===== config.mk =====
export PLATFORM = sky130hd
export DESIGN_NAME = modem_receive_notice_deframer_unit
export DESIGN_NICKNAME = d
export VERILOG_FILES = /design/src/hw/rtl/mrnd_pkg.sv /design/src/hw/rtl/mrnd_in_reg.sv /design/src/hw/rtl/mrnd_parser.sv /design/src/hw/rtl/modem_receive_notice_deframer_unit.sv
export SDC_FILE = /design/constraint.sdc
export NUM_CORES = 1
export LEC_CHECK = 0
export ABC_CLOCK_PERIOD_IN_PS = 9200
export BUFFER_PORTS_ARGS = -buffer_cell sky130_fd_sc_hd__buf_2
export CAP_MARGIN = 30
export CORE_AREA = 5 5 109 111
export CTS_BUF_LIST = sky130_fd_sc_hd__clkbuf_8
export CTS_CLUSTER_DIAMETER = 100
export CTS_CLUSTER_SIZE = 40
export DETAILED_ROUTE_END_ITERATION = 8
export DIE_AREA = 0 0 114 116
export GPL_TIMING_DRIVEN = 0
export PLACE_DENSITY = 0.52
export SYNTH_ARGS = -nofsm -noshare
export SYNTH_HDL_FRONTEND = slang
export SYNTH_SLANG_ARGS = --single-unit
export TNS_END_PERCENT = 30

===== constraint.sdc =====
create_clock -name i_clk -period 9.2 [get_ports i_clk]
set_clock_uncertainty 0.2 [all_clocks]
set_input_delay 0.92 -clock i_clk [delete_from_list [all_inputs] [get_ports i_clk]]
set_output_delay 0.92 -clock i_clk [all_outputs]
set_load 0.05 [all_outputs]

===== src/hw/rtl/mrnd_pkg.sv =====
// Shared constants, types and the notice header text for the receive-notice deframer.
`timescale 1ns / 1ps

package mrnd_pkg;

    localparam int MAX_PAYLOAD_DEF = 128;
    localparam int CHANNELS_DEF    = 2;

    localparam int BYTE_W    = 8;
    localparam int OUT_CH_W  = 2;
    localparam int CH_ID_W   = 4;
    localparam int HDR_LEN   = 9;
    localparam int HDR_IDX_W = 4;

    localparam int DIGIT_START  = 2;
    localparam int MIN_LINE_LEN = 5;

    localparam logic [BYTE_W-1:0] ASC_PLUS  = 8'h2B;
    localparam logic [BYTE_W-1:0] ASC_CR    = 8'h0D;
    localparam logic [BYTE_W-1:0] ASC_LF    = 8'h0A;
    localparam logic [BYTE_W-1:0] ASC_ZERO  = 8'h30;
    localparam logic [BYTE_W-1:0] ASC_ONE   = 8'h31;
    localparam logic [BYTE_W-1:0] ASC_NINE  = 8'h39;
    localparam logic [BYTE_W-1:0] ASC_SPACE = 8'h20;

    typedef struct packed {
        logic [BYTE_W-1:0]   data_byte;
        logic [OUT_CH_W-1:0] channel;
        logic                last;
    } t_result;

    // Expected text of the header that follows the plus sign: "RECEIVE: ".
    function automatic logic [BYTE_W-1:0] hdr_char(input logic [HDR_IDX_W-1:0] idx);
        logic [BYTE_W-1:0] c;
        unique case (idx)
            4'd0:    c = 8'h52;
            4'd1:    c = 8'h45;
            4'd2:    c = 8'h43;
            4'd3:    c = 8'h45;
            4'd4:    c = 8'h49;
            4'd5:    c = 8'h56;
            4'd6:    c = 8'h45;
            4'd7:    c = 8'h3A;
            default: c = ASC_SPACE;
        endcase
        return c;
    endfunction

endpackage


===== src/hw/rtl/mrnd_in_reg.sv =====
// Input register that holds one received word until the parser takes it.
`timescale 1ns / 1ps

module mrnd_in_reg (
    input  logic                          i_clk,
    input  logic                          i_rst_n,
    input  logic                          i_valid,
    input  logic [mrnd_pkg::BYTE_W-1:0]   i_rx_byte,
    input  logic                          i_adv,
    output logic                          o_stall,
    output logic                          o_valid,
    output logic [mrnd_pkg::BYTE_W-1:0]   o_byte
);

    logic                        r_valid;
    logic                        n_valid;
    logic [mrnd_pkg::BYTE_W-1:0] r_byte;
    logic                        accept;

    assign o_stall = r_valid && !i_adv;
    assign accept  = i_valid && !o_stall;

    always_comb begin
        n_valid = r_valid;
        if (accept) begin
            n_valid = 1'b1;
        end else if (i_adv) begin
            n_valid = 1'b0;
        end
    end

    always_ff @(posedge i_clk) begin
        if (!i_rst_n) begin
            r_valid <= 1'b0;
        end else begin
            r_valid <= n_valid;
        end
        if (accept) begin
            r_byte <= i_rx_byte;
        end
    end

    assign o_valid = r_valid;
    assign o_byte  = r_byte;

endmodule


===== src/hw/rtl/mrnd_parser.sv =====
// Notice parser: state update for one byte and the payload word it produces.
`timescale 1ns / 1ps

module mrnd_parser #(
    parameter int MAX_PAYLOAD = mrnd_pkg::MAX_PAYLOAD_DEF,
    parameter int CHANNELS    = mrnd_pkg::CHANNELS_DEF
) (
    input  logic                          i_clk,
    input  logic                          i_rst_n,
    input  logic                          i_step,
    input  logic [mrnd_pkg::BYTE_W-1:0]   i_byte,
    output logic                          o_res_valid,
    output mrnd_pkg::t_result             o_res
);

    localparam int CW = $clog2(MAX_PAYLOAD + 1);
    localparam int AW = CW + 4;

    typedef enum logic [2:0] {
        PH_HUNT,
        PH_HEADER,
        PH_CHANNEL,
        PH_LENGTH,
        PH_DATA
    } t_phase;

    t_phase                          r_phase, n_phase;
    logic [CW-1:0]                   r_fc, n_fc;
    logic                            r_mis, n_mis;
    logic [mrnd_pkg::CH_ID_W-1:0]    r_ch, n_ch;
    logic [CW-1:0]                   r_acc, n_acc;
    logic                            r_dd, n_dd;
    logic                            r_cr, n_cr;
    logic [CW-1:0]                   r_plen, n_plen;

    logic [CW-1:0] fc_inc;
    logic [AW-1:0] acc_mul;
    logic          is_digit;
    logic          line_ends;
    logic          hdr_bad;

    assign fc_inc   = r_fc + 1'b1;
    assign is_digit = (i_byte >= mrnd_pkg::ASC_ZERO) && (i_byte <= mrnd_pkg::ASC_NINE);
    assign acc_mul  = AW'({r_acc, 3'b000}) + AW'({r_acc, 1'b0}) + AW'(i_byte[3:0]);
    assign hdr_bad  = i_byte != mrnd_pkg::hdr_char(r_fc[mrnd_pkg::HDR_IDX_W-1:0]);
    assign line_ends = (i_byte == mrnd_pkg::ASC_LF) && r_cr && (fc_inc > CW'(2));

    always_comb begin
        n_phase = r_phase;
        n_fc    = r_fc;
        n_mis   = r_mis;
        n_ch    = r_ch;
        n_acc   = r_acc;
        n_dd    = r_dd;
        n_cr    = r_cr;
        n_plen  = r_plen;
        unique case (r_phase)
            PH_HUNT: begin
                if (i_byte == mrnd_pkg::ASC_PLUS) begin
                    n_phase = PH_HEADER;
                    n_fc    = '0;
                    n_mis   = 1'b0;
                end
            end
            PH_HEADER: begin
                n_mis = r_mis || hdr_bad;
                n_fc  = fc_inc;
                if (fc_inc >= CW'(mrnd_pkg::HDR_LEN)) begin
                    if (n_mis) begin
                        n_phase = PH_HUNT;
                    end else begin
                        n_phase = PH_CHANNEL;
                        n_fc    = '0;
                    end
                end
            end
            PH_CHANNEL: begin
                if ((i_byte >= mrnd_pkg::ASC_ONE)
                        && (i_byte <= mrnd_pkg::ASC_ZERO + mrnd_pkg::BYTE_W'(CHANNELS))) begin
                    n_ch    = i_byte[mrnd_pkg::CH_ID_W-1:0];
                    n_phase = PH_LENGTH;
                    n_fc    = '0;
                    n_acc   = '0;
                    n_dd    = 1'b0;
                    n_cr    = 1'b0;
                end else begin
                    n_phase = PH_HUNT;
                end
            end
            PH_LENGTH: begin
                if ((r_fc >= CW'(mrnd_pkg::DIGIT_START)) && !r_dd) begin
                    if (is_digit) begin
                        n_acc = (acc_mul >= AW'(MAX_PAYLOAD)) ? CW'(MAX_PAYLOAD)
                                                              : acc_mul[CW-1:0];
                    end else begin
                        n_dd = 1'b1;
                    end
                end
                n_fc = fc_inc;
                n_cr = i_byte == mrnd_pkg::ASC_CR;
                if (line_ends) begin
                    if ((fc_inc >= CW'(mrnd_pkg::MIN_LINE_LEN)) && (n_acc != '0)
                            && (n_acc < CW'(MAX_PAYLOAD))) begin
                        n_plen  = n_acc;
                        n_phase = PH_DATA;
                        n_fc    = '0;
                    end else begin
                        n_phase = PH_HUNT;
                    end
                end else if (fc_inc >= CW'(MAX_PAYLOAD)) begin
                    n_phase = PH_HUNT;
                end
            end
            PH_DATA: begin
                n_fc = fc_inc;
                if (fc_inc >= r_plen) begin
                    n_phase = PH_HUNT;
                end
            end
            default: begin
                n_phase = PH_HUNT;
            end
        endcase
    end

    always_ff @(posedge i_clk) begin
        if (!i_rst_n) begin
            r_phase <= PH_HUNT;
            r_fc    <= '0;
            r_mis   <= 1'b0;
            r_ch    <= '0;
            r_acc   <= '0;
            r_dd    <= 1'b0;
            r_cr    <= 1'b0;
            r_plen  <= '0;
        end else if (i_step) begin
            r_phase <= n_phase;
            r_fc    <= n_fc;
            r_mis   <= n_mis;
            r_ch    <= n_ch;
            r_acc   <= n_acc;
            r_dd    <= n_dd;
            r_cr    <= n_cr;
            r_plen  <= n_plen;
        end
    end

    assign o_res_valid     = r_phase == PH_DATA;
    assign o_res.data_byte = i_byte;
    assign o_res.channel   = r_ch[mrnd_pkg::OUT_CH_W-1:0];
    assign o_res.last      = fc_inc >= r_plen;

endmodule


===== src/hw/rtl/modem_receive_notice_deframer_unit.sv =====
// Top level of the receive-notice deframer: input register, parser and result register.
`timescale 1ns / 1ps

// Takes one modem byte per clock and hunts for the notice "+RECEIVE: c, n" CR LF,
// then sends each of the n payload bytes out as a word carrying its channel and a
// last flag; malformed notices are dropped silently. A new byte is accepted in every
// cycle while the output side keeps up. Each accepted byte waits in the input
// register while the parser updates its state, and its payload word is then loaded
// into the result register when the result register is free or being emptied.
// While a finished word waits to be taken, the input register still accepts
// one further byte before the input stalls.

module modem_receive_notice_deframer_unit #(
    parameter int MAX_PAYLOAD = mrnd_pkg::MAX_PAYLOAD_DEF,
    parameter int CHANNELS    = mrnd_pkg::CHANNELS_DEF
) (
    input  logic                            i_clk,
    input  logic                            i_rst_n,
    input  logic                            i_valid,
    output logic                            o_stall,
    input  logic [mrnd_pkg::BYTE_W-1:0]     i_rx_byte,
    output logic                            o_valid,
    input  logic                            i_stall,
    output logic [mrnd_pkg::BYTE_W-1:0]     o_data_byte,
    output logic [mrnd_pkg::OUT_CH_W-1:0]   o_channel,
    output logic                            o_last
);

    logic                        in_valid;
    logic [mrnd_pkg::BYTE_W-1:0] in_byte;
    logic                        adv;
    logic                        res_valid;
    mrnd_pkg::t_result           res;

    logic              r_out_valid;
    mrnd_pkg::t_result r_out;

    assign adv = in_valid && (!r_out_valid || !i_stall);

    mrnd_in_reg u_in_reg (
        .i_clk     (i_clk),
        .i_rst_n   (i_rst_n),
        .i_valid   (i_valid),
        .i_rx_byte (i_rx_byte),
        .i_adv     (adv),
        .o_stall   (o_stall),
        .o_valid   (in_valid),
        .o_byte    (in_byte)
    );

    mrnd_parser #(
        .MAX_PAYLOAD (MAX_PAYLOAD),
        .CHANNELS    (CHANNELS)
    ) u_parser (
        .i_clk       (i_clk),
        .i_rst_n     (i_rst_n),
        .i_step      (adv),
        .i_byte      (in_byte),
        .o_res_valid (res_valid),
        .o_res       (res)
    );

    always_ff @(posedge i_clk) begin
        if (!i_rst_n) begin
            r_out_valid <= 1'b0;
        end else if (adv) begin
            r_out_valid <= res_valid;
        end else if (r_out_valid && !i_stall) begin
            r_out_valid <= 1'b0;
        end
        if (adv && res_valid) begin
            r_out <= res;
        end
    end

    assign o_valid     = r_out_valid;
    assign o_data_byte = r_out.data_byte;
    assign o_channel   = r_out.channel;
    assign o_last      = r_out.last;

endmodule


# After elaboration in Yosys (flattened, before gate mapping)
# Memory sizes are Yosys's and may differ from the RTL's. A register that Yosys moved wholly into a read port is not among the register bits.
# Cells that the tools add are included.
# classes
n_addsub,3
n_lt_le_gt_ge,12
eq_ne,15
muxes,35
n_reduce_logical,33
# op_table
op,count
two-way mux 8 bit,11
case mux 8 bit (5 select lines),1
two-way mux 3 bit,8
"== test 8 x 4 -> 1 bit, second input constant",2
">= comparator 8 x 6 -> 1 bit, second input constant",2
"<= comparator 8 x 6 -> 1 bit, second input constant",2
case mux 8 bit (2 select lines),1
case mux 3 bit (5 select lines),1
adder 11 x 9 -> 12 bit,1
adder 12 x 4 -> 12 bit,1
">= comparator 12 x 8 -> 1 bit, second input constant",1
logical AND 1 bit,12
"!= test 2 x 1 -> 1 bit, second input constant",5
AND reduction 5 bit,2
AND reduction 3 bit,3
"adder 8 x 1 -> 8 bit, second input constant",1
"== test 8 x 6 -> 1 bit, second input constant",1
">= comparator 8 x 2 -> 1 bit, second input constant",1
">= comparator 8 x 3 -> 1 bit, second input constant",1
">= comparator 8 x 4 -> 1 bit, second input constant",1
>= comparator 8 bit,1
">= comparator 8 bit, second input constant",1
"> comparator 8 x 2 -> 1 bit, second input constant",1
"< comparator 8 bit, second input constant",1
other kinds (16),36
# totals
reg_bits,53
rom_bits,56
input_bits,12
out_inout_bits,13
memories,1
# mem_list
memory,depth,word_bits,read_ports,rd_ports_with_merged_regs,write_ports,line,text
(name not given),8,7,1,1,0,mrnd_pkg.sv:35,unique case (idx)

# Depth between registers and ports, before layout
# Gate-level depths: netlist of run 1.
# logic_depth
ltp_word,15
depth_mapped,16

# By module
# A second synthesis of run 1 with hierarchy kept.
# unflattened
hier_cells,429
hier_area_um2,3836.2
# by_module_without_submodules
module,instances,cells_per_inst,area_each_um2,seq_area_each_um2
mrnd_parser,1,400,3171.8,780.7
modem_receive_notice_deframer_unit,1,17,376.6,350.3
mrnd_in_reg,1,12,287.8,260.2

# Worst setup path before layout of run 1
# Ideal clock, no wire load.
# synth_timing
path_kind,input port to flip-flop
startpoint,input port i_stall
endpoint,register with a tool-made name
setup_ns,0.115
arrival_time_ns,2.936
required_ns,8.885
setup_slack_ns,5.950
cell_stages,12
path_buffers,2
path_cell_list,nand2_1 -> nand2_1 -> clkbuf_1 -> o32a_1 -> clkbuf_1 -> nand3_1 -> nand2_1 -> inv_1 -> ha_1 -> mux2i_1 -> a21oi_1 -> o21a_1
# synth_rtl
item,line,text
"start, declared",modem_receive_notice_deframer_unit.sv:23,"input logic i_stall,"

==> results of run 1 <==
[kinds of logic after synthesis]
| logic type | Yosys count | synth area share, % |
|---|---|---|
| simple gates | 151 | 21.8 |
| compound gates | 95 | 19.2 |
| flops | 60 | 37.5 |
| buf+inv | 47 | 5.53 |
| fa+ha+maj | 30 | 10.5 |
| xor+xnor | 14 | 3.31 |
| mux | 8 | 2.19 |
[path summary, 6_finish.rpt]
check,slack (ns),startpoint,cells past startpoint,endpoint
min,0.25,u_parser.r_ch[1],0,o_channel[1]
max reg2reg,5.47,u_parser.r_fc[0],15,flip-flop
min reg2reg,0.25,u_parser.r_ch[1],0,o_channel[1]
max,5.47,u_parser.r_fc[0],15,flip-flop
[power breakdown]
part / switching [mW] / leakage [nW] / internal (mW)
Clock: 0.109 / 0.0983 / 0.132
Sequential: 0.00522 / 0.509 / 0.276
Combinational: 0.0126 / 1.11 / 0.00808
[routing by layer]
layer  part of all wire (%)  wire length [um]  global-route usage [%]
met3                    5.0               447                    4.39
met1                     47              4220                    18.7
met5                      0                 0                       0
met4                    1.8               159                    4.83
met2                     46              4180                    23.3
[worst reg2reg max path: stages (launching register included)]
cell and delay [ns]:
dfxtp_1 0.39, buf_2 0.23, inv_1 0.11, ha_1 0.22, or2b_1 0.24, a41oi_1 0.21, a31oi_1 0.09, o31a_2 0.35
a41oi_4 0.39, nand3_1 0.14, nand2_1 0.18, inv_1 0.09, ha_1 0.32, mux2i_1 0.15, a21oi_1 0.08, o21a_1 0.21
[layout make-up]
cell class | count | area, um2
Clock inverter | 6 | 63.8
Sequential cell | 60 | 1390
Fill cell | 1075 | 6480
Timing Repair Buffer | 24 | 126
Clock buffer | 10 | 138
Buffer | 23 | 115
Inverter | 24 | 90.1
Tap cell | 140 | 175
Multi-Input combinational cell | 298 | 2110
[through the flow]
stage / area, um2 / power [mW] / utilization (%)
floorplan: 3710 / 0.299 / -
global placement: 4000 / 0.308 / 37.4
detailed placement: 4010 / 0.308 / 37.5
CTS: 4210 / 0.552 / 39.4
global route: 4210 / 0.571 / 39.4
finish: 4210 / 0.543 / 39.4
[synth_stat cells (all sizes together) (3+ instances only)]
cell type,n
dfxtp,41
clkbuf,15
xnor2,5
a21oi,18
nor4,5
and2,5
mux2i,7
xor2,9
a21boi,13
a31oi,3
and4b,3
nor3,6
o21ai,17
nand3,21
nor2,30
inv,24
nor4b,3
nand2b,12
and3,9
ha,28
o21a,5
nand4,3
a22o,8
nand2,39
a41oi,3
buf,8
edfxtp,19
or3,4
nor2b,5
a32oi,3
==> summary.txt, run 1 <==
Worst setup path
  • CP bufs+invs: 3
  • CP max stage delay: 0.39 ns
  • Top cell family by delay on the critical path: compound AO/OA/AOI/OAI gates
  • Cells along the critical path: buf_2 -> inv_1 -> ha_1 -> or2b_1 -> a41oi_1 -> a31oi_1 -> o31a_2 -> a41oi_4 -> nand3_1 -> nand2_1 -> inv_1 -> ha_1 -> mux2i_1 -> a21oi_1 -> o21a_1
  • Worst setup EP type: flip-flop
  • Worst-path maximum fanout: 10
  • Crit path DAT: 3.77 ns
  • Crit start category: flip-flop
  • CP Class: reg -> reg
  • Critical Path RT: 9.23 ns
  • Slowest CP cell: dfxtp_1

Yosys
  • Synth unique cells: 70
  • Asr flop ratio synth: 0%
  • Synth Register Bits: 60
  • Synth top area cells: dfxtp_1, edfxtp_1, ha_1
  • Sequential cell area fraction in the yosys report: 37.5%
  • Syn nets: 447
  • Synth Warn #: 0
  • Ys flop type: dfxtp_1
  • Syn avg cell area: 9.16 um2
  • Mapped Cells: 405
  • Share of the synthesized area in the top cell type: 22.1%
  • Post-synth EDFFs: 19
  • Largest area contributor in the netlist: dfxtp_1
  • Mapped Area: 3710 um2

CTS
  • Clk_lat worst skew: 0.35 ns
  • # H-tree levels: 3
  • Number of buffers created by CTS: 9
  • Clock root cell: clkbuf_8
  • CTS clk-pin slew, worst paths: 0.08 ns
  • CTS tree: built
  • CTS sink cnt: 60
  • Post_cts resized: 0
  • Hold-fix buffer count after cts: 0
  • Clock Path Buffers: 2
  • Number of post-CTS setup repair buffers: 0

STA
  • Hold_ws: 0.253 ns
  • Hold Vio Cnt, Final: 0
  • RSZ-0062 raised after global routing: no
  • Setup TNS: 0 ns
  • Worst slew pin tran: 0.825 ns
  • Final Worst Setup Slack: 5.47 ns
  • Slew headroom: 44.9%
  • Max Clk Rate: 0.268 GHz
  • Period utilization: 40.6%
  • Final setup vio count: 0
  • Max-slew violations: 0
  • Fin crit period: 3.73 ns

GRT
  • Vias in the first global route: 2,990
  • First-pass GRT wire length: 15,100 um
  • Largest net degree at the start of global routing: 12
  • Total grt overflow: 0
  • Initial antenna violation count: 0
  • Tot GR Track Use: 14.5%

Place
  • IO Port Bufs: 23
  • Post-Place Cells: 569
  • Routability cong.: 0.871
  • Post-DP HPWL: 6900 um
  • Worst slack, placed: 5.29 ns

Route
  • Total iterations of the first detailed-routing run: 4
  • DRC: 0
  • DR vias/cell: 5.26
  • Post-route ant nets: 0
  • Drt initial violations: 191
  • Wire per inst: 15.4 um
  • Detailed Route WL: 9010 um
  • Via Count: 3,080

Cells and area
  • Non-Filler Instances: 585
  • P&R area growth vs syn: 13.6%
  • Most common cell after layout, fill and taps aside: dfxtp_1
  • Share of cells above drive strength 1: 15.1%
  • Most frequent cells in the layout: dfxtp_1, nand2_1, nor2_1, buf_2, ha_1
  • ANT cells: 0
  • Nets: 482

Floorplanning
  • Die W: 114 um
  • Die H: 116 um
  • Initial Util: 34.7%
  • Die area: 13,200 um2
  • I/O Pins: 25
  • Core area: 10,700 um2
  • Rows: 38

Outcome
  • Status: finished clean

Power and ir drop
  • Leak: 1.72 nW
  • Peak supply drop: 0.0000746 V
  • Pwr Density: 129 nW/um2

Run
  • Max Cap Viol: 0

Min path
  • Min-delay worst type: reg -> reg
Note: power is estimated with default switching activity, not from simulation.
==> run 2, diff against run 1 <==
--- a/config.mk
+++ b/config.mk
@@ -5,7 +5,7 @@
 export SDC_FILE = /design/constraint.sdc
 export NUM_CORES = 1
 export LEC_CHECK = 0
-export ABC_CLOCK_PERIOD_IN_PS = 9200
+export ABC_CLOCK_PERIOD_IN_PS = 3100
 export BUFFER_PORTS_ARGS = -buffer_cell sky130_fd_sc_hd__buf_2
 export CAP_MARGIN = 30
 export CORE_AREA = 5 5 109 111
@@ -15,7 +15,7 @@
 export DETAILED_ROUTE_END_ITERATION = 8
 export DIE_AREA = 0 0 114 116
 export GPL_TIMING_DRIVEN = 0
-export PLACE_DENSITY = 0.52
+export PLACE_DENSITY = 0.53
 export SYNTH_ARGS = -nofsm -noshare
 export SYNTH_HDL_FRONTEND = slang
 export SYNTH_SLANG_ARGS = --single-unit
==> constraint.sdc (replaced) <==
create_clock -name i_clk -period 3.1 [get_ports i_clk]
set_clock_uncertainty 0.2 [all_clocks]
set_input_delay 0.31 -clock i_clk [delete_from_list [all_inputs] [get_ports i_clk]]
set_output_delay 0.31 -clock i_clk [all_outputs]
set_load 0.05 [all_outputs]
==> run 2 against run 1 <==
  * The run now ends with setup timing left
  * Final area grew 14%
  * Flip-flop and latch count did not move
  * First-iteration DRC count rose by 16%
  * Routed wire length rose by 5.8%
  * Clock power increased to 3.2 times the previous value
  * Critical path type unchanged
==> summary.txt, run 2 (synthesis gave the netlist of run 1 again) <==
Outcome
  • Status: finished, violations left
  • Failing checks: setup timing

Route
  • Drt initial violations: 222 (+16%)
  • Post-route ant nets: 0 (unchanged)
  • DRC: 0 (unchanged)
  • Via Count: 3,213 (+4.3%)
  • Total iterations of the first detailed-routing run: 4 (unchanged)
  • Detailed Route WL: 9530 um (+5.8%)
  • Wire per inst: 15.2 um (-1.5%)
  • DR vias/cell: 5.12 (-2.8%)

Min path
  • Min-delay worst type: in -> reg
  • Min-delay src: i_stall

Floorplanning
  • I/O Pins: 25 (unchanged)
  • Core area: 10,700 um2 (unchanged)
  • Initial Util: 34.7% (unchanged)
  • Die W: 114 um (unchanged)
  • Die area: 13,200 um2 (unchanged)
  • Die H: 116 um (unchanged)
  • Rows: 38 (unchanged)

STA
  • Max-slew violations: 0 (unchanged)
  • Hold_ws: 0.172 ns (-0.0805 ns)
  • Period utilization: 101% (+60 points)
  • Final Worst Setup Slack: -0.0265 ns (-5.49 ns)
  • Final setup vio count: 1 (+1)
  • Hold Vio Cnt, Final: 0 (unchanged)
  • Worst slew pin tran: 0.871 ns (+0.0461 ns)
  • Fin crit period: 3.13 ns (-0.607 ns)
  • Max Clk Rate: 0.320 GHz (+19%)
  • RSZ-0062 raised after global routing: yes
  • Slew headroom: 41.7% (-3.2 points)

Worst setup path
  • CP max stage delay: 0.39 ns (about the same)
  • CP Class: reg -> reg
  • Worst r2r src: u_parser.r_fc[1]
  • Worst-path maximum fanout: 8 (-2)
  • CP bufs+invs: 4 (+1)
  • Crit start category: flip-flop
  • Critical Path RT: 3.12 ns (-6.11 ns)
  • CP dominant cell by count: buf_6
  • Slowest CP cell: o31a_2
  • Top cell family by delay on the critical path: compound AO/OA/AOI/OAI gates
  • Critical path origin: u_parser.r_fc[1]
  • Cells along the critical path: buf_6 -> inv_1 -> ha_2 -> or2b_1 -> a41oi_2 -> a31oi_1 -> o31a_2 -> a41oi_4 -> buf_6 -> o211a_4 -> inv_2 -> ha_4 -> mux2i_1 -> a21oi_1 -> o21a_1
  • Worst setup EP type: flip-flop
  • Crit path DAT: 3.15 ns (-0.62 ns)

GRT
  • Tot GR Track Use: 14.9% (+0.33 points)
  • Initial antenna violation count: 0 (unchanged)
  • First-pass GRT wire length: 15,700 um (+4.0%)
  • Vias in the first global route: 3,152 (+5.4%)
  • Largest net degree at the start of global routing: 12 (unchanged)
  • Total grt overflow: 0 (unchanged)

Cells and area
  • Nets: 525 (+8.9%)
  • Most frequent cells in the layout: nand2_1, dfxtp_1, buf_4, nor2_1, buf_2
  • Fin area: 4790 um2 (+14%)
  • P&R area growth vs syn: 29.2%
  • Non-Filler Instances: 628 (+7.4%)
  • Fill cells: 1,021 (-5.0%)
  • Share of cells above drive strength 1: 27.0% (+12 points)
  • Util after Layout: 44.8% (+5.4 points)
  • ANT cells: 0 (unchanged)

Power and ir drop
  • Pwr Density: 355 nW/um2 (+180%)
  • Leak: 1.99 nW (+15%)
  • Peak supply drop: 0.000181 V (+140%)
  • Final Total Pwr: 1.70 mW (+210%)

Place
  • IO Port Bufs: 23 (unchanged)
  • Post-Place Cells: 568 (-0.18%)
  • Routability cong.: 0.882 (+1.3%)
  • Post-DP HPWL: 6760 um (-2.0%)
  • Placed inst area: 4000 um2 (-0.25%)

Run
  • Max Cap Viol: 0 (unchanged)

CTS
  • Clk_lat worst skew: 0.34 ns (about the same)
  • Clock Path Buffers: 2 (unchanged)
  • CTS sink cnt: 60 (unchanged)
  • # H-tree levels: 3 (unchanged)
  • Clock root cell: clkbuf_8
  • Number of buffers created by CTS: 9 (unchanged)
  • CTS clk-pin slew, worst paths: 0.07 ns (about the same)
  • CTS tree: built
## run 2: changes by cell type in the layout (fill, tap and decap cells not counted), moves of 3 or more
cell,change
buf_4,+36
dlygate4sd3_1,+9
ha_1,-6
ha_4,+5
inv_2,+5
buf_6,+4
clkbuf_1,-4
dfxtp_1,-4
inv_1,-4
buf_2,-3
o21ai_0,-3
## run 2: worst reg2reg max path, delay by kind of cell (launching register included)
kind,cells,cell delay [ns]
AOI/OAI and AO/OA,7,1.32
DFF,1,0.37
buffers and inverters,4,0.37
adders and majority gates,2,0.37
and+or+nand+nor,1,0.24
muxes,1,0.15
## run 2: what timing repair did
action,CTS,global route
hold endpoints to repair,9,0
resized for setup,36,27
endpoints found under the setup margin,12,12
hold buffers,9,0
pin swaps,16,16
buffers inserted,20,19
## run 2: power by group
group          leakage [nW]  switching, mW  internal, mW
combinational          1.37         0.0515        0.0551
sequential            0.512         0.0150         0.818
clock                 0.109          0.318         0.443
total                  1.99          0.384          1.32
## run 2: per-stage QoR
stage | setup TNS [ns] | setup WS [ns]
after global routing | -0.422 | -0.130
after global placement | -3.75 | -0.538
after floorplan | -0.0641 | -0.0641
final | -0.0265 | -0.0265
after CTS | -0.00648 | -0.00648
after detailed placement | -4.15 | -0.532
## run 2: worst paths after layout
| kind | to | slack, ns | depth (start not counted) |
|---|---|---|---|
| min reg2reg | o_channel[1] | 0.24 | 0 |
| max reg2reg | flip-flop | -0.03 | 15 |
| max | flip-flop | -0.03 | 15 |
| min | o_valid | 0.17 | 4 |
## run 2: final cells by class
cell class                 count  area [um2]  area share [%]
multi-input combinational    298        2290            47.7
inverter                      24        92.6            1.93
tap                          140         175            3.65
buffer                        19         123            2.56
clock inverter                 7        83.8            1.75
sequential                    60        1400            29.2
clock buffer                   9         124            2.58
timing repair buffer          71         509            10.6
## run 2: routing by layer
layer,share of wire [%],global-route usage (%),vias to the layer above
met5,0,0,-
met4,2.3,4.99,0
met3,4.3,3.13,13
met2,47,25.7,65
met1,46,18.4,1513
li1,-,-,1622
